**src/hdl/dwcd_pkg.sv**
```systemverilog
`default_nettype none
package dwcd_pkg;

  localparam int DEFAULT_COUNT_WIDTH = 10;
  localparam int CFG_W               = 10;
  localparam int IDX_W               = 2;
  localparam int EV_W                = 2;

  localparam logic [IDX_W-1:0] REG_WINDOW_TICKS   = 2'd0;
  localparam logic [IDX_W-1:0] REG_TOGGLE_LIMIT   = 2'd1;
  localparam logic [IDX_W-1:0] REG_CRITICAL_TICKS = 2'd2;

  localparam logic [CFG_W-1:0] RST_WINDOW_TICKS   = 10'd40;
  localparam logic [CFG_W-1:0] RST_TOGGLE_LIMIT   = 10'd6;
  localparam logic [CFG_W-1:0] RST_CRITICAL_TICKS = 10'd37;

  localparam logic [EV_W-1:0] EV_LOW   = 2'd0;
  localparam logic [EV_W-1:0] EV_HIGH  = 2'd1;
  localparam logic [EV_W-1:0] EV_ALARM = 2'd2;

  typedef struct packed {
    logic [CFG_W-1:0] window_ticks;
    logic [CFG_W-1:0] toggle_limit;
    logic [CFG_W-1:0] critical_ticks;
  } cfg_t;

  typedef struct packed {
    logic            valid;
    logic [EV_W-1:0] code;
  } res_t;

endpackage
`default_nettype wire

```
**src/hdl/dwcd_cfg.sv**
```systemverilog
`default_nettype none
module dwcd_cfg (
  input  wire                         clk,
  input  wire                         rst_n,
  input  wire                         wr_en,
  input  wire [dwcd_pkg::IDX_W-1:0]   wr_index,
  input  wire [dwcd_pkg::CFG_W-1:0]   wr_data,
  output dwcd_pkg::cfg_t              cfg
);
  import dwcd_pkg::*;

  cfg_t cfg_r;

  always_ff @(posedge clk) begin
    if (!rst_n) begin
      cfg_r.window_ticks   <= RST_WINDOW_TICKS;
      cfg_r.toggle_limit   <= RST_TOGGLE_LIMIT;
      cfg_r.critical_ticks <= RST_CRITICAL_TICKS;
    end else if (wr_en) begin
      unique case (wr_index)
        REG_WINDOW_TICKS:   cfg_r.window_ticks   <= wr_data;
        REG_TOGGLE_LIMIT:   cfg_r.toggle_limit   <= wr_data;
        REG_CRITICAL_TICKS: cfg_r.critical_ticks <= wr_data;
        default: ;
      endcase
    end
  end

  assign cfg = cfg_r;

endmodule
`default_nettype wire

```
**src/hdl/dwcd_core.sv**
```systemverilog
`default_nettype none
module dwcd_core #(
  parameter int COUNT_WIDTH = dwcd_pkg::DEFAULT_COUNT_WIDTH
) (
  input  wire            clk,
  input  wire            rst_n,
  input  wire            fire,
  input  wire            sample,
  input  wire dwcd_pkg::cfg_t cfg,
  output dwcd_pkg::res_t res
);
  import dwcd_pkg::*;

  localparam int CW = (COUNT_WIDTH > CFG_W) ? COUNT_WIDTH : CFG_W;
  localparam logic [COUNT_WIDTH-1:0] CNT_MAX = {COUNT_WIDTH{1'b1}};

  logic                   stable_r, stable_nxt;
  logic                   in_win_r, in_win_nxt;
  logic                   cand_r, cand_nxt;
  logic [COUNT_WIDTH-1:0] tick_r, tick_nxt;
  logic [COUNT_WIDTH-1:0] tog_r, tog_nxt;

  logic [CW-1:0]          tick_x, tog_x, win_x, lim_x, crit_x;
  logic [CW:0]            tick_inc_x;
  logic [COUNT_WIDTH-1:0] tog_step;
  logic                   alarm, window_done;

  assign tick_x     = CW'(tick_r);
  assign tog_x      = CW'(tog_r);
  assign win_x      = CW'(cfg.window_ticks);
  assign lim_x      = CW'(cfg.toggle_limit);
  assign crit_x     = CW'(cfg.critical_ticks);
  assign tick_inc_x = {1'b0, tick_x} + {{CW{1'b0}}, 1'b1};

  assign alarm       = (tog_x >= lim_x) && (tick_x < crit_x);
  assign window_done = (tick_r == CNT_MAX) || (tick_inc_x >= {1'b0, win_x});
  assign tog_step    = ((sample != cand_r) && (tog_r != CNT_MAX)) ? tog_r + 1'b1 : tog_r;

  always_comb begin
    stable_nxt = stable_r;
    in_win_nxt = in_win_r;
    cand_nxt   = cand_r;
    tick_nxt   = tick_r;
    tog_nxt    = tog_r;
    res.valid  = 1'b0;
    res.code   = EV_LOW;
    if (!in_win_r) begin
      if (sample != stable_r) begin
        cand_nxt = sample;
        tick_nxt = '0;
        tog_nxt  = '0;
        if (cfg.window_ticks == '0) begin
          stable_nxt = sample;
          res.valid  = 1'b1;
          res.code   = sample ? EV_HIGH : EV_LOW;
        end else begin
          in_win_nxt = 1'b1;
        end
      end
    end else if (alarm) begin
      in_win_nxt = 1'b0;
      tick_nxt   = '0;
      tog_nxt    = '0;
      stable_nxt = sample;
      cand_nxt   = sample;
      res.valid  = 1'b1;
      res.code   = EV_ALARM;
    end else if (window_done) begin
      in_win_nxt = 1'b0;
      tick_nxt   = '0;
      tog_nxt    = '0;
      cand_nxt   = sample;
      if (sample != stable_r) begin
        stable_nxt = sample;
        res.valid  = 1'b1;
        res.code   = sample ? EV_HIGH : EV_LOW;
      end
    end else begin
      cand_nxt = sample;
      tog_nxt  = tog_step;
      tick_nxt = tick_r + 1'b1;
    end
  end

  always_ff @(posedge clk) begin
    if (!rst_n) begin
      stable_r <= 1'b0;
      in_win_r <= 1'b0;
      cand_r   <= 1'b0;
      tick_r   <= '0;
      tog_r    <= '0;
    end else if (fire) begin
      stable_r <= stable_nxt;
      in_win_r <= in_win_nxt;
      cand_r   <= cand_nxt;
      tick_r   <= tick_nxt;
      tog_r    <= tog_nxt;
    end
  end

endmodule
`default_nettype wire

```
**src/hdl/debounce_with_chatter_detect.sv**
```systemverilog
// Sample and event words are registered; an event word loads when its sample advances.
// Throughput: one sample word per cycle; a waiting event word lets one more sample into the
// input register, after which the input stalls until the event word is taken.
// Samples that cause no event are consumed with no output word.
// Reset: synchronous active-low rst_n clears the pipeline, the debounce state and
// loads the default window, toggle limit and critical tick registers.
`default_nettype none
module debounce_with_chatter_detect #(
  parameter int COUNT_WIDTH = dwcd_pkg::DEFAULT_COUNT_WIDTH
) (
  input  wire                       clk,
  input  wire                       rst_n,
  input  wire                       in_tvalid,
  output logic                      in_tready,
  input  wire [7:0]                 in_tdata,   // [0] sample_level, [7:1] zero
  output logic                      out_tvalid,
  input  wire                       out_tready,
  output logic [7:0]                out_tdata,  // [1:0] event_code, [7:2] zero
  input  wire                       cfg_valid,
  output logic                      cfg_ready,
  input  wire [dwcd_pkg::IDX_W-1:0] cfg_index,
  input  wire [dwcd_pkg::CFG_W-1:0] cfg_data
);
  import dwcd_pkg::*;

  cfg_t            cfg;
  res_t            res;
  logic            s1_v_r;
  logic            s1_sample_r;
  logic            out_v_r;
  logic [EV_W-1:0] out_code_r;
  logic            advance;

  assign cfg_ready = 1'b1;
  assign advance   = s1_v_r && (!out_v_r || out_tready);
  assign in_tready = !s1_v_r || advance;

  dwcd_cfg u_cfg (
    .clk      (clk),
    .rst_n    (rst_n),
    .wr_en    (cfg_valid && cfg_ready),
    .wr_index (cfg_index),
    .wr_data  (cfg_data),
    .cfg      (cfg)
  );

  dwcd_core #(
    .COUNT_WIDTH (COUNT_WIDTH)
  ) u_core (
    .clk    (clk),
    .rst_n  (rst_n),
    .fire   (advance),
    .sample (s1_sample_r),
    .cfg    (cfg),
    .res    (res)
  );

  always_ff @(posedge clk) begin
    if (!rst_n) begin
      s1_v_r <= 1'b0;
    end else if (in_tready) begin
      s1_v_r <= in_tvalid;
    end
  end

  always_ff @(posedge clk) begin
    if (in_tready && in_tvalid) begin
      s1_sample_r <= in_tdata[0];
    end
  end

  always_ff @(posedge clk) begin
    if (!rst_n) begin
      out_v_r <= 1'b0;
    end else if (advance) begin
      out_v_r <= res.valid;
    end else if (out_tready) begin
      out_v_r <= 1'b0;
    end
  end

  always_ff @(posedge clk) begin
    if (advance) begin
      out_code_r <= res.code;
    end
  end

  assign out_tvalid = out_v_r;
  assign out_tdata  = {{(8-EV_W){1'b0}}, out_code_r};

`ifndef SYNTHESIS
  a_code_legal: assert property (@(posedge clk) disable iff (!rst_n)
    out_tvalid |-> (out_tdata[1:0] != 2'd3))
    else $error("illegal event code");

  a_stall_full: assert property (@(posedge clk) disable iff (!rst_n)
    !in_tready |-> (s1_v_r && out_v_r && !out_tready))
    else $error("input stalled with free pipeline space");

  a_event_lands: assert property (@(posedge clk) disable iff (!rst_n)
    (advance && res.valid) |=> (out_v_r && out_code_r == $past(res.code)))
    else $error("event word not registered");
`endif

endmodule
`default_nettype wire

```
**config.mk**
```make
export PLATFORM = sky130hd
export DESIGN_NAME = debounce_with_chatter_detect
export DESIGN_NICKNAME = d
export VERILOG_FILES = /design/src/hdl/dwcd_pkg.sv /design/src/hdl/dwcd_cfg.sv /design/src/hdl/dwcd_core.sv /design/src/hdl/debounce_with_chatter_detect.sv
export SDC_FILE = /design/constraint.sdc
export NUM_CORES = 1
export LEC_CHECK = 0
export ABC_AREA = 1
export BUFFER_PORTS_ARGS = -buffer_cell sky130_fd_sc_hd__buf_2
export CAP_MARGIN = 20
export CORE_ASPECT_RATIO = 1.25
export CORE_MARGIN = 2
export CORE_UTILIZATION = 41
export CTS_CLUSTER_SIZE = 20
export DETAILED_ROUTE_END_ITERATION = 7
export PLACE_DENSITY = 0.59
export SLEW_MARGIN = 10
export SYNTH_ARGS = -nofsm -noshare
export SYNTH_HDL_FRONTEND = slang
export SYNTH_SLANG_ARGS = --single-unit
export TNS_END_PERCENT = 20
```
**constraint.sdc**
```tcl
create_clock -name clk -period 3.1 [get_ports clk]
set_input_delay 0.62 -clock clk [delete_from_list [all_inputs] [get_ports clk]]
set_output_delay 0.62 -clock clk [all_outputs]
set_load 0.02 [all_outputs]
```
Word-level counts from Yosys, hierarchy flattened
Cells that the tools add are included.
- flip-flop bits (word level): 58
- input bits: 25
- add/sub/neg operators: 3
- $lt $le $gt $ge: 3
- equal/unequal tests: 9
- multiplexer cells: 29
- reduce and logical (&&, ||, !) cells: 20
- operators with widths (cell ; count):
    two-way mux 10 bit ; 8
    adder 10 x 1 -> 10 bit, second input constant ; 2
    two-way mux 3 bit ; 6
    two-way mux 1 bit ; 15
    adder 10 x 1 -> 11 bit, second input constant ; 1
    >= comparator 11 x 10 -> 1 bit ; 1
    == test 10 bit, second input constant ; 1
    >= comparator 10 bit ; 1
    logical NOT 10 bit ; 1
    less-than comparator 10 bit ; 1
    inequality test 10 bit, second input constant ; 1
    AND reduction 2 bit ; 4
    nonzero test 2 bit ; 3
    AND reduction 5 bit ; 1
    logical AND 1 bit ; 4
    inequality test 4 bit, second input constant ; 1
    logical OR 1 bit ; 3
    inequality test 3 x 2 -> 1 bit, second input constant ; 1
    inequality test 3 bit, second input constant ; 1
    AND reduction 3 bit ; 1
    == test 2 x 1 -> 1 bit, second input constant ; 1
    == test 2 bit, second input constant ; 1
    logical NOT 1 bit ; 2
    logical NOT 2 bit ; 1
    inequality test 1 bit ; 2

Logic depth before layout (Yosys ltp)
Gate-level depths: netlist of the first run.
- word-level depth: 7
- gate-level depth with buffers: 19
- depth with buffers taken out: 19

Hierarchy
Synthesis of the first run repeated with hierarchy kept, for this count alone.
- cell total of the unflattened synthesis: 566
- area total of the unflattened synthesis: 3781.1 sq um
- modules (own cells, without submodules) (module ; instances ; cells an instance ; area an instance (sq um)):
    dwcd_core ; 1 ; 359 ; 2250.9
    dwcd_cfg ; 1 ; 182 ; 1282.5
    debounce_with_chatter_detect ; 1 ; 25 ; 247.7

Least setup slack after synthesis of the first run
Ideal clock, no wire load.
- kind: register to register
- start: register u_core.tick_r[0]
- end: register u_core.tick_r[3]
- arrival: 2.245 ns
- slack: 0.784 ns
- cell stages (with the launch flop): 18
- path buffers: 0
- clock period less this slack: 2.316 ns
- cells stage by stage: dfxtp_1 > ha_1 > nand2_1 > nor2_1 > xor2_1 > inv_1 > ha_1 > nand2_1 > inv_1 > nand2_1 > inv_1 > nand2_1 > nand2_2 > inv_2 > nand3_2 > nor2_4 > nand2_1 > a21oi_1
- cells in the longest elaborated chain, start to end: 6
- ends and longest elaborated chain (item ; RTL line ; text):
    from (decl) ; dwcd_core.sv:20 ; logic [COUNT_WIDTH-1:0] tick_r, tick_nxt;
    from (signal assigned) ; dwcd_core.sv:96 ; tick_r <= tick_nxt;
    adder 10 x 1 -> 11 bit ; dwcd_core.sv:33 ; assign tick_inc_x = {1'b0, tick_x} + {{CW{1'b0}}, 1'b1};
    >= comparator 11 x 10 -> 1 bit ; dwcd_core.sv:36 ; assign window_done = (tick_r == CNT_MAX) || (tick_inc_x >= {1'b0, win_x});
    logical OR 1 bit ; dwcd_core.sv:36 ;
    two-way mux 10 bit ; dwcd_core.sv:68 ; end else if (window_done) begin
    two-way mux 10 bit (*) ; dwcd_core.sv:60 ; end else if (alarm) begin
    two-way mux 10 bit (*) ; dwcd_core.sv:47 ; if (!in_win_r) begin
Every way passes the cells marked *; elsewhere a longest branch is shown, timed or not.
A chain may end at the register's enable or synchronous reset.

Final worst setup path of the first run
- start: register u_core.tick_r[3]
- end: register u_core.tick_r[5]
Same word-level chain as after synthesis.

==> run summary, run 1 <==
Outcome = finished, final reports clean
NetSw = 0.4090 mW
Final Critical Period = 2.774 ns
Final Cell Area = 3856 um^2
CTS buffer count = 9
CP Launch Type = register
YS warnings = 0
DIE WIDTH = 86.28 um
Int Pwr = 1.262 mW
Largest net degree at the start of global routing = 37
Htree depth = 3
Clock transition at path regs = 0.06 ns
# setup viols final = 0
GRT overflow = 0
Routed WL = 7813 um
Initial DRC count = 87
Diode count = 0
RR Startpoint = u_core.tick_r[3]$_SDFFE_PN0P_
Worst R2R End = u_core.tick_r[5]$_SDFFE_PN0P_
Hold path start = u_cfg.cfg[13]$_SDFFE_PN0P_
Nets@finish = 571
TritonCTS clock tree = built
Drt wl/cell = 12.70 um
Period utilization = 89.47%
FF-to-FF path depth = 15
Post-synthesis sequential area ratio = 34.33%
CORE AREA = 8240 um^2
DR vias = 3,032
P_leak = 1.821 nW
Setup tns final = 0 ns
Min-delay worst type = register to register
Vias per std cell = 4.930
Crit path kind = register to register
Maximum clock insertion buffer count = 2
Skew-Pair Late Insertion Delay = 0.33 ns
Worst hold stages = 2
Critical Path End Type = register
Detail Route Antenna Nets = 0
Port Buffers = 21
Final Hold Viols = 0
Worst Hold Endpoint = u_cfg.cfg[13]$_SDFFE_PN0P_
IO Pins = 36
Syn-to-layout area delta = 11.14%
Sw frac = 24.48%
First-pass GRT wire length = 13,600 um
Vias in the first global route = 2,868
Die area = 9219 um^2
Final Wtd Congestion = 0.8485
Max Fclk = 360.5 MHz
Post-route DRC violation count = 0
Initial cell density of the core = 42.10%
Cell area power density = 433.4 nW/um^2
Placement Rows = 37
RSZ-0062 raised after global routing = no
Clock Power Share = 42.8%
Total GRT Usage = 18.75%
Combinational power share = 10.1%
Worst Path Required = 3.35 ns
Part of the power in registers = 47.1%
#FFs+latches synth = 58
Max_cap viols = 0
Fraction of layout cells with a size suffix above 1 = 11.00%
Post-synth cell types = 34
Flop-to-flop setup slack = 0.33 ns
CP arrival = 3.03 ns
Crit path max fanout = 10
Mapped Cells = 491
Post-layout util = 46.80%
Initial antenna violation count = 0
Final Max Tran Viols = 0
Final HPWL DP = 6025 um
Clock root buffer master = clkbuf_8
Fin Clk Skew = 0.007197 ns
Die Y-Extent = 106.9 um
Worst-margin pin slew = 0.6896 ns
Hold WS = 0.4634 ns
Area after DPL = 3651 um^2
Mapped cell area = 3470 um^2
Drt first pass iters = 4
Max IR drop VDD = 0.2381 mV
Clock Sink Count = 58
Worst slew margin relative to its limit = 53.97%
Syn avg cell area = 7.066 um^2
==> cells by family after synthesis <==
| family | Yosys count | share of synthesized area [%] |
|---|---|---|
| adder cells (fa/ha/maj) | 32 | 11.54 |
| other | 2 | 0.2165 |
| XOR/XNOR | 13 | 3.282 |
| buffers and inverters | 97 | 11.25 |
| AO/OA/AOI/OAI | 93 | 14.82 |
| flip-flops | 58 | 34.33 |
| AND/OR/NAND/NOR | 196 | 24.56 |
==> stage by stage <==
stage / cells / power [mW] / worst slack (ns)
floorplan: 496 / 0.9301 / 0.7843
global placement: 600 / 0.9689 / 0.3431
detailed placement: 600 / 0.9736 / 0.3116
CTS: 615 / 1.698 / 0.2949
global route: 615 / 1.759 / 0.03519
finish: 615 / 1.671 / 0.3264
==> area by class of cell <==
class	instances	area (um^2)
Clock inverter	2	35.03
Clock buffer	13	168.9
Sequential cell	58	1192
Timing Repair Buffer	25	135.1
Fill cell	858	4384
Inverter	79	296.5
Tap cell	97	121.4
Multi-Input combinational cell	341	1907
==> power by group through the flow <==
stage / combinational, mW / clock [mW] / sequential [mW]
6_report: 0.169 / 0.715 / 0.787
5_1_grt: 0.197 / 0.772 / 0.789
3_5_place_dp: 0.170 / 0 / 0.804
3_3_place_gp: 0.166 / 0 / 0.803
4_1_cts: 0.171 / 0.740 / 0.787
2_1_floorplan: 0.127 / 0 / 0.803
==> what timing repair did <==
action,in CTS,in global routing
buffers inserted,0,0
setup endpoints to repair,0,1
hold buffers,0,0
resized for setup,0,1
endpoints found under the hold margin,0,0
==> layer usage <==
layer | track usage [%] | routed length [um]
met1 | 22.87 | 3483
met2 | 32.00 | 3938
met3 | 3.618 | 232
met4 | 7.813 | 159
met5 | 0 | 0
==> state kept, by name (all words and copies together) (netlist names) <==
name,flops
out_code_r,2
out_tvalid,1
s1_sample_r,1
s1_v_r,1
u_cfg.cfg,30
u_core.cand_r,1
u_core.in_win_r,1
u_core.stable_r,1
u_core.tick_r,10
u_core.tog_r,10
==> worst max-delay path by stage <==
stage	start	endpoint	slack [ns]
after global routing	u_core.tick_r[3]$_SDFFE_PN0P_	u_core.tick_r[2]$_SDFFE_PN0P_	0.04
after CTS	u_core.tick_r[2]$_SDFFE_PN0P_	u_core.tick_r[6]$_SDFFE_PN0P_	0.29
after global placement	u_core.tick_r[2]$_SDFFE_PN0P_	u_core.tick_r[7]$_SDFFE_PN0P_	0.34
final	u_core.tick_r[3]$_SDFFE_PN0P_	u_core.tick_r[5]$_SDFFE_PN0P_	0.33
after detailed placement	u_core.tick_r[2]$_SDFFE_PN0P_	u_core.tick_r[7]$_SDFFE_PN0P_	0.31
after floorplan	u_core.tick_r[0]$_SDFFE_PN0P_	u_core.tick_r[3]$_SDFFE_PN0P_	0.78
==> cell usage after synthesis <==
master	number	area [um^2]
nor2_2	2	12.51
nand2_2	3	18.77
nand4_1	6	37.54
nor2_4	1	11.26
xnor2_1	2	17.52
nand2_1	117	439.2
o211ai_1	8	60.06
a41o_1	1	10.01
dfxtp_1	55	1101
nor2_1	37	138.9
nand3b_2	1	11.26
nand3_2	1	10.01
inv_1	76	285.3
a21oi_1	52	260.3
nand3_4	1	17.52
conb_1	2	7.510
buf_4	7	52.55
edfxtp_1	3	90.09
and3_1	1	6.260
o21ai_1	1	5.000
a21o_1	2	15.01
xor2_1	11	96.34
ha_1	32	400.4
or2_2	1	6.260
nor3_1	3	15.01
a31oi_1	1	6.260
a21oi_2	1	8.760
nor3_4	1	16.27
o21bai_4	1	18.77
inv_2	3	11.26
nand3_1	20	100.1
clkbuf_1	11	41.29
o21ai_0	26	130.1
nand2_4	1	11.26
==> cells in the final DEF, fill, tap and decap left out <==
| cell | n |
|---|---|
| nand2_1 | 117 |
| inv_2 | 3 |
| nand3_2 | 1 |
| nor2_2 | 2 |
| a21o_1 | 2 |
| a31oi_1 | 1 |
| or2_2 | 1 |
| clkbuf_1 | 1 |
| inv_1 | 76 |
| and3_1 | 1 |
| xor2_1 | 11 |
| clkbuf_8 | 12 |
| xnor2_1 | 2 |
| conb_1 | 7 |
| buf_4 | 4 |
| nand2_2 | 3 |
| bufinv_16 | 1 |
| nor3_4 | 1 |
| buf_2 | 21 |
| nand4_1 | 6 |
| dfxtp_1 | 54 |
| o21ai_1 | 1 |
| nand3b_2 | 1 |
| nor2_1 | 37 |
| a21oi_1 | 52 |
| edfxtp_1 | 3 |
| nand3_1 | 20 |
| ha_1 | 32 |
| dfxtp_2 | 1 |
| nor2_4 | 1 |
| o21ai_0 | 26 |
| nor3_1 | 3 |
| clkinv_2 | 1 |
| nand3_4 | 1 |
| a21oi_2 | 1 |
| nand2_4 | 1 |
| o211ai_1 | 8 |
| a41o_1 | 1 |
| o21bai_4 | 1 |
==> worst max-delay path: stages, from the launching register on <==
cell	delay, ns
dfxtp_1	0.46
nand2_1	0.09
nor2_1	0.15
nand2_1	0.10
xnor2_1	0.26
ha_1	0.30
a21o_1	0.16
nor2_1	0.10
nand2_1	0.07
nand2_1	0.13
nand2_2	0.13
inv_2	0.11
nand3_2	0.15
nor2_4	0.27
nand2_1	0.09
a21oi_1	0.12
Note: power is estimated with default switching activity, not from simulation.
==> run 2, diff against run 1 <==
--- a/config.mk
+++ b/config.mk
@@ -13,7 +13,7 @@
 export CORE_UTILIZATION = 41
 export CTS_CLUSTER_SIZE = 20
 export DETAILED_ROUTE_END_ITERATION = 7
-export PLACE_DENSITY = 0.59
+export PLACE_DENSITY = 0.65
 export SLEW_MARGIN = 10
 export SYNTH_ARGS = -nofsm -noshare
 export SYNTH_HDL_FRONTEND = slang
==> run 2 against run 1 <==
Compared with the run above:
- first-iteration DRC count is 52% higher
- wire length is 3.6% higher
- sequential share of layout area fell by 0.29 points
- hold slack got worse by 0.011 ns
- sequential power hardly changed
- global-route usage grew 0.36 points
- setup slack improved by 0.0088 ns
==> run summary, run 2 (synthesized netlist as in run 1, its figures left out) <==
Outcome = finished, final reports clean
Drt wl/cell = 13.14 um (+3.5%)
CP arrival = 3.02 ns (about the same)
Commonest non-fill, non-tap cell in the layout = nand2_1
Diode count = 0 (unchanged)
Part of the power in registers = 44.0% (-3.1 points)
Final Max Tran Viols = 0 (unchanged)
Skew-Pair Late Insertion Delay = 0.34 ns (about the same)
Clock Power Share = 46.4% (+3.6 points)
Setup bufs post-CTS = 0 (unchanged)
Placement Rows = 37 (unchanged)
Combinational power share = 9.5% (-0.6 points)
DIE WIDTH = 86.28 um (unchanged)
Detail Route Antenna Nets = 0 (unchanged)
Worst path cell trace = nand2_1 -> nor2_1 -> nand4_1 -> nor2_1 -> xor2_1 -> ha_1 -> a21oi_1 -> nand3_1 -> inv_2 -> nand2_2 -> inv_2 -> nand3_2 -> nor2_4 -> nand2_1 -> a21oi_1
RSZ-0062 raised after global routing = no
CTS buffer count = 9 (unchanged)
Max incr delay on CP = 0.46 ns (about the same)
Worst slew margin relative to its limit = 53.04% (-0.94 points)
Worst Path Required = 3.36 ns (about the same)
Total GRT Usage = 19.11% (+0.36 points)
Fraction of layout cells with a size suffix above 1 = 11.56% (+0.56 points)
Int Pwr = 1.340 mW (+6.2%)
Die Y-Extent = 106.9 um (unchanged)
Worst setup margin = 0.3351 ns (+0.008750 ns)
Hold-fix buffers at CTS = 0 (unchanged)
Largest net degree at the start of global routing = 37 (unchanged)
Crit path kind = register to register
Final Wtd Congestion = 0.8687 (+2.4%)
Clock root buffer master = clkbuf_8
Critical Path End Type = register
# setup viols final = 0 (unchanged)
Max_cap viols = 0 (unchanged)
Min-delay worst type = input port to register
Initial cell density of the core = 42.10% (unchanged)
Vias in the first global route = 2,939 (+2.5%)
Final Critical Period = 2.765 ns (-0.008750 ns)
Routed WL = 8097 um (+3.6%)
Port Buffers = 21 (unchanged)
IO Pins = 36 (unchanged)
CP top delay family = simple AND/OR/NAND/NOR gates
Setup tns final = 0 ns (unchanged)
GRT overflow = 0 (unchanged)
P_leak = 1.840 nW (+1.0%)
Max reg flops = 30 (unchanged)
CP Launch Type = register
Syn-to-layout area delta = 12.30%
Most frequent cells in the layout = 117 x nand2_1, 76 x inv_1, 53 x dfxtp_1
Fin Clk Skew = 0.008104 ns (+0.0009070 ns)
Sw frac = 25.01% (+0.53 points)
Max Fclk = 361.7 MHz (+0.32%)
Initial DRC count = 132 (+52%)
Nets@finish = 571 (unchanged)
CORE AREA = 8240 um^2 (unchanged)
Post-layout util = 47.28% (+0.49 points)
Vias per std cell = 5.036 (+2.1%)
Final HPWL DP = 6119 um (+1.6%)
Clock transition at path regs = 0.07 ns (about the same)
NetSw = 0.4468 mW (+9.2%)
Clock Sink Count = 58 (unchanged)
Htree depth = 3 (unchanged)
Pre-CTS setup slack = 0.3341 ns (+0.02252 ns)
DR vias = 3,102 (+2.3%)
Period utilization = 89.19% (-0.28 points)
Slowest cell on the critical path = dfxtp_1
Worst-margin pin slew = 0.7037 ns (+0.01402 ns)
Post-route DRC violation count = 0 (unchanged)
Die area = 9219 um^2 (unchanged)
Crit path max fanout = 10 (unchanged)
First-pass GRT wire length = 13,660 um (+0.46%)
TritonCTS clock tree = built
Drt first pass iters = 4 (unchanged)
Final Hold Viols = 0 (unchanged)
Initial antenna violation count = 0 (unchanged)
Maximum clock insertion buffer count = 2 (unchanged)
Cell area power density = 458.6 nW/um^2 (+5.8%)
Max IR drop VDD = 0.2641 mV (+11%)
Buf/Inv on CP = 2 (+1)
-- run 2: layer usage --
layer	vias to the layer above	track usage [%]	wire (um)	share of wire [%]
met1	1438	21.46	3472	43
met3	15	4.234	262	3.2
met2	46	34.33	4186	52
met5	-	0	0	0
li1	1603	-	-	-
met4	0	8.036	176	2.2
-- run 2: power groups by stage --
stage | combinational [mW] | sequential, mW | clock [mW]
floorplan | 0.127 | 0.803 | 0
global placement | 0.164 | 0.803 | 0
detailed placement | 0.169 | 0.804 | 0
CTS | 0.170 | 0.787 | 0.847
global route | 0.194 | 0.789 | 0.875
finish | 0.170 | 0.787 | 0.830
-- run 2: cell type report --
type	count	area, um^2
fill	824	4344
multi-input combinational	341	1907
sequential	58	1194
inverter	79	296.5
clock buffer	14	203.9
timing repair buffer	25	135.1
tap	97	121.4
clock inverter	2	38.79
-- run 2: worst reg2reg max path: stages (launching register included) --
cell,delay [ns]
dfxtp_1,0.46
nand2_1,0.08
nor2_1,0.18
nand4_1,0.14
nor2_1,0.15
xor2_1,0.21
ha_1,0.27
a21oi_1,0.16
nand3_1,0.10
inv_2,0.09
nand2_2,0.10
inv_2,0.11
nand3_2,0.16
nor2_4,0.26
nand2_1,0.09
a21oi_1,0.12
-- run 2: repair_timing --
item | in CTS | in global routing
gates resized for setup | 0 | 2
endpoints found under the hold margin | 0 | 0
endpoints found under the setup margin | 0 | 7
-- run 2: metrics by stage --
step	std cells	power (mW)	hold WS, ns	area, um^2
floorplan	496	0.9301	0.4292	3488
global placement	600	0.9670	0.4502	3651
detailed placement	600	0.9726	0.4530	3651
CTS	616	1.804	0.4363	3894
global route	616	1.859	0.4359	3896
finish	616	1.787	0.4528	3896
-- run 2: worst paths after layout --
check / from / end / slack [ns] / cells past startpoint
max: u_core.tick_r[3]$_SDFFE_PN0P_ / u_core.tick_r[2]$_SDFFE_PN0P_ / 0.34 / 15
min: in_tdata[0] / s1_sample_r$_DFFE_PP_ / 0.45 / 1
max reg2reg: u_core.tick_r[3]$_SDFFE_PN0P_ / u_core.tick_r[2]$_SDFFE_PN0P_ / 0.34 / 15
min reg2reg: u_core.stable_r$_SDFFE_PN0P_ / u_core.stable_r$_SDFFE_PN0P_ / 0.46 / 2
==> run 3, diff against run 2 <==
==> constraint.sdc (replaced) <==
create_clock -name clk -period 2.82 [get_ports clk]
set_input_delay 0.564 -clock clk [delete_from_list [all_inputs] [get_ports clk]]
set_output_delay 0.564 -clock clk [all_outputs]
set_load 0.02 [all_outputs]
==> run 3 against run 2 <==
Compared with the run above:
- critical path depth rose by 2
- clock skew rose by 0.00053 ns
- design area increased by 1.2%
- flip-flop and latch count unchanged
- wire length decreased by 4.0%
- sequential share of layout area fell by 0.26 points
- clock-buffer cell count fell by 2
- non-clock buffer count grew 2
- highest routed layer unchanged
==> run summary, run 3 (synthesized netlist as in run 1, its figures left out) <==
DR vias = 3,069 (-1.1%)
Hold path start = in_tdata[0]
CP Launch Type = register
Flop-to-flop setup slack = 0.24 ns (-0.10 ns)
Skew-Pair Late Insertion Delay = 0.34 ns (about the same)
Post-Layout Cell Count = 619 (+0.49%)
RSZ-0062 raised after global routing = no
First-pass GRT wire length = 13,410 um (-1.9%)
WL met3 = 335 um (+28%)
Detail Route Antenna Nets = 0 (unchanged)
RR Startpoint = u_core.tick_r[2]$_SDFFE_PN0P_
Placement Rows = 37 (unchanged)
Fraction of layout cells with a size suffix above 1 = 13.22% (+1.7 points)
Most frequent cells in the layout = 116 x nand2_1, 76 x inv_1, 52 x a21oi_1
Setup tns final = 0 ns (unchanged)
Worst Path Required = 3.07 ns (-0.29 ns)
Met1 Wirelength = 3253 um (-6.3%)
Initial antenna violation count = 0 (unchanged)
NetSw = 0.4780 mW (+7.0%)
Cell area power density = 492.0 nW/um^2 (+7.3%)
Placed cells = 602 (+0.33%)
Drt first pass iters = 5 (+1)
Part of the power in registers = 44.6% (+0.6 points)
Final Max Tran Viols = 0 (unchanged)
# setup viols final = 0 (unchanged)
Int Pwr = 1.462 mW (+9.1%)
DIE WIDTH = 86.28 um (unchanged)
CP arrival = 2.84 ns (-0.18 ns)
Largest net degree at the start of global routing = 36 (-2.7%)
CP endpoint = u_core.tick_r[2]$_SDFFE_PN0P_
CORE AREA = 8240 um^2 (unchanged)
Initial cell density of the core = 42.10% (unchanged)
Drt wl/cell = 12.56 um (-4.4%)
Initial DRC count = 151 (+14%)
Htree depth = 3 (unchanged)
FF-to-FF path depth = 17 (+2)
Max Fclk = 387.2 MHz (+7.1%)
Vias in the first global route = 2,913 (-0.88%)
Sw frac = 24.64% (-0.36 points)
Commonest non-fill, non-tap cell in the layout = nand2_1
Final HPWL DP = 5895 um (-3.7%)
Die area = 9219 um^2 (unchanged)
CTS buffer count = 9 (unchanged)
Slowest cell on the critical path = dfxtp_2
Most frequent CP cell = nand2_1
Period utilization = 91.58% (+2.4 points)
Worst R2R End = u_core.tick_r[2]$_SDFFE_PN0P_
Syn-to-layout area delta = 13.63%
Met2 Routed Length = 3963 um (-5.3%)
Crit path max fanout = 6 (-4)
Max IR drop VDD = 0.3364 mV (+27%)
Worst path cell trace = nand2_1 -> nor2_1 -> nand4_1 -> nor2_1 -> xor2_1 -> ha_1 -> nand2_1 -> inv_1 -> nand2_1 -> nand3_1 -> inv_2 -> nand2_4 -> inv_4 -> nand3_4 -> nor2_4 -> nand2_1 -> a21oi_1
Worst-margin pin slew = 0.6863 ns (-0.01733 ns)
Max incr delay on CP = 0.38 ns (-0.08 ns)
IO Pins = 36 (unchanged)
Routed WL = 7777 um (-4.0%)
Top Metal Used = met4
Vias per std cell = 4.958 (-1.5%)
Clock Sink Count = 58 (unchanged)
Worst slew margin relative to its limit = 54.19% (+1.2 points)
Die Y-Extent = 106.9 um (unchanged)
Crit path kind = register to register
Clock transition at path regs = 0.06 ns (about the same)
Diode count = 0 (unchanged)
GRT overflow = 0 (unchanged)
Outcome = finished, final reports clean
Combinational power share = 9.9% (+0.4 points)
Post-route DRC violation count = 0 (unchanged)
Total GRT Usage = 18.56% (-0.54 points)
Max reg flops = 30 (unchanged)
Clock root buffer master = clkbuf_8
Nets@finish = 574 (+0.53%)
Maximum clock insertion buffer count = 2 (unchanged)
Final Critical Period = 2.582 ns (-0.1824 ns)
Port Buffers = 21 (unchanged)
Final Wtd Congestion = 0.8688 (about the same)
P_leak = 1.855 nW (+0.81%)
Min-delay worst type = input port to register
Crit path launch = u_core.tick_r[2]$_SDFFE_PN0P_
TritonCTS clock tree = built
Clock Power Share = 45.6% (-0.8 points)
Max_cap viols = 0 (unchanged)
Final Hold Viols = 0 (unchanged)
Critical Path End Type = register
Fin Clk Skew = 0.008634 ns (+0.0005300 ns)
## run 3: changes by cell type in the layout (fill, tap and decap cells not counted), moves of 2 or more
cell	change
buf_4	+2
dfxtp_2	+3
dfxtp_1	-3
clkbuf_8	-2
## run 3: stage by stage
stage | power [mW] | cell area [um^2] | utilization (%) | hold WS (ns) | setup WS (ns)
2_1_floorplan | 1.022 | 3488 | - | 0.4292 | 0.5043
3_3_place_gp | 1.067 | 3666 | 44.49 | 0.4508 | 0.09923
3_5_place_dp | 1.071 | 3666 | 44.49 | 0.4522 | 0.06939
4_1_cts | 1.957 | 3895 | 47.27 | 0.3841 | 0.02401
5_1_grt | 2.022 | 3943 | 47.84 | 0.3826 | 0.005151
6_report | 1.940 | 3943 | 47.84 | 0.4046 | 0.2375
## run 3: area by class of cell
type	instances	area, um^2
timing repair buffer	27	150.1
multi-input combinational	342	1946
inverter	79	299.0
clock buffer	12	155.1
fill	831	4298
sequential	58	1197
tap	97	121.4
clock inverter	4	73.82
## run 3: worst min path at each step
stage | cells past startpoint | end | slack [ns]
after CTS | 1 | s1_sample_r$_DFFE_PP_ | 0.38
after global routing | 1 | s1_sample_r$_DFFE_PP_ | 0.38
after detailed placement | 2 | u_cfg.cfg[14]$_SDFFE_PN0P_ | 0.45
final | 1 | s1_sample_r$_DFFE_PP_ | 0.40
after global placement | 2 | u_core.stable_r$_SDFFE_PN0P_ | 0.45
after floorplan | 2 | u_cfg.cfg[0]$_SDFFE_PN1P_ | 0.43
## run 3: routing by layer
metal  up-vias  GRT usage, %
li1       1619             -
met1      1362         20.84
met2        72         32.61
met3        16         5.004
met4         0         8.036
met5         -             0
## run 3: repair_timing
item	in CTS	in global routing
setup buffers	0	0
setup endpoints to repair	0	14
hold buffers	0	0
resized for setup	0	13
## run 3: critical path, delay by kind of cell (launching register included)
kind | cells | cell delay, ns
AOI/OAI and AO/OA | 1 | 0.14
adders and majority gates | 1 | 0.27
xor gates and xnor gates | 1 | 0.19
buffers and inverters | 3 | 0.24
and+or+nand+nor | 11 | 1.27
DFF | 1 | 0.38
## run 3: power groups by stage
stage	sequential [mW]	clock (mW)	combinational, mW
6_report	0.865	0.884	0.191
5_1_grt	0.867	0.935	0.220
4_1_cts	0.865	0.903	0.189
3_5_place_dp	0.883	0	0.188
3_3_place_gp	0.883	0	0.184
2_1_floorplan	0.883	0	0.140
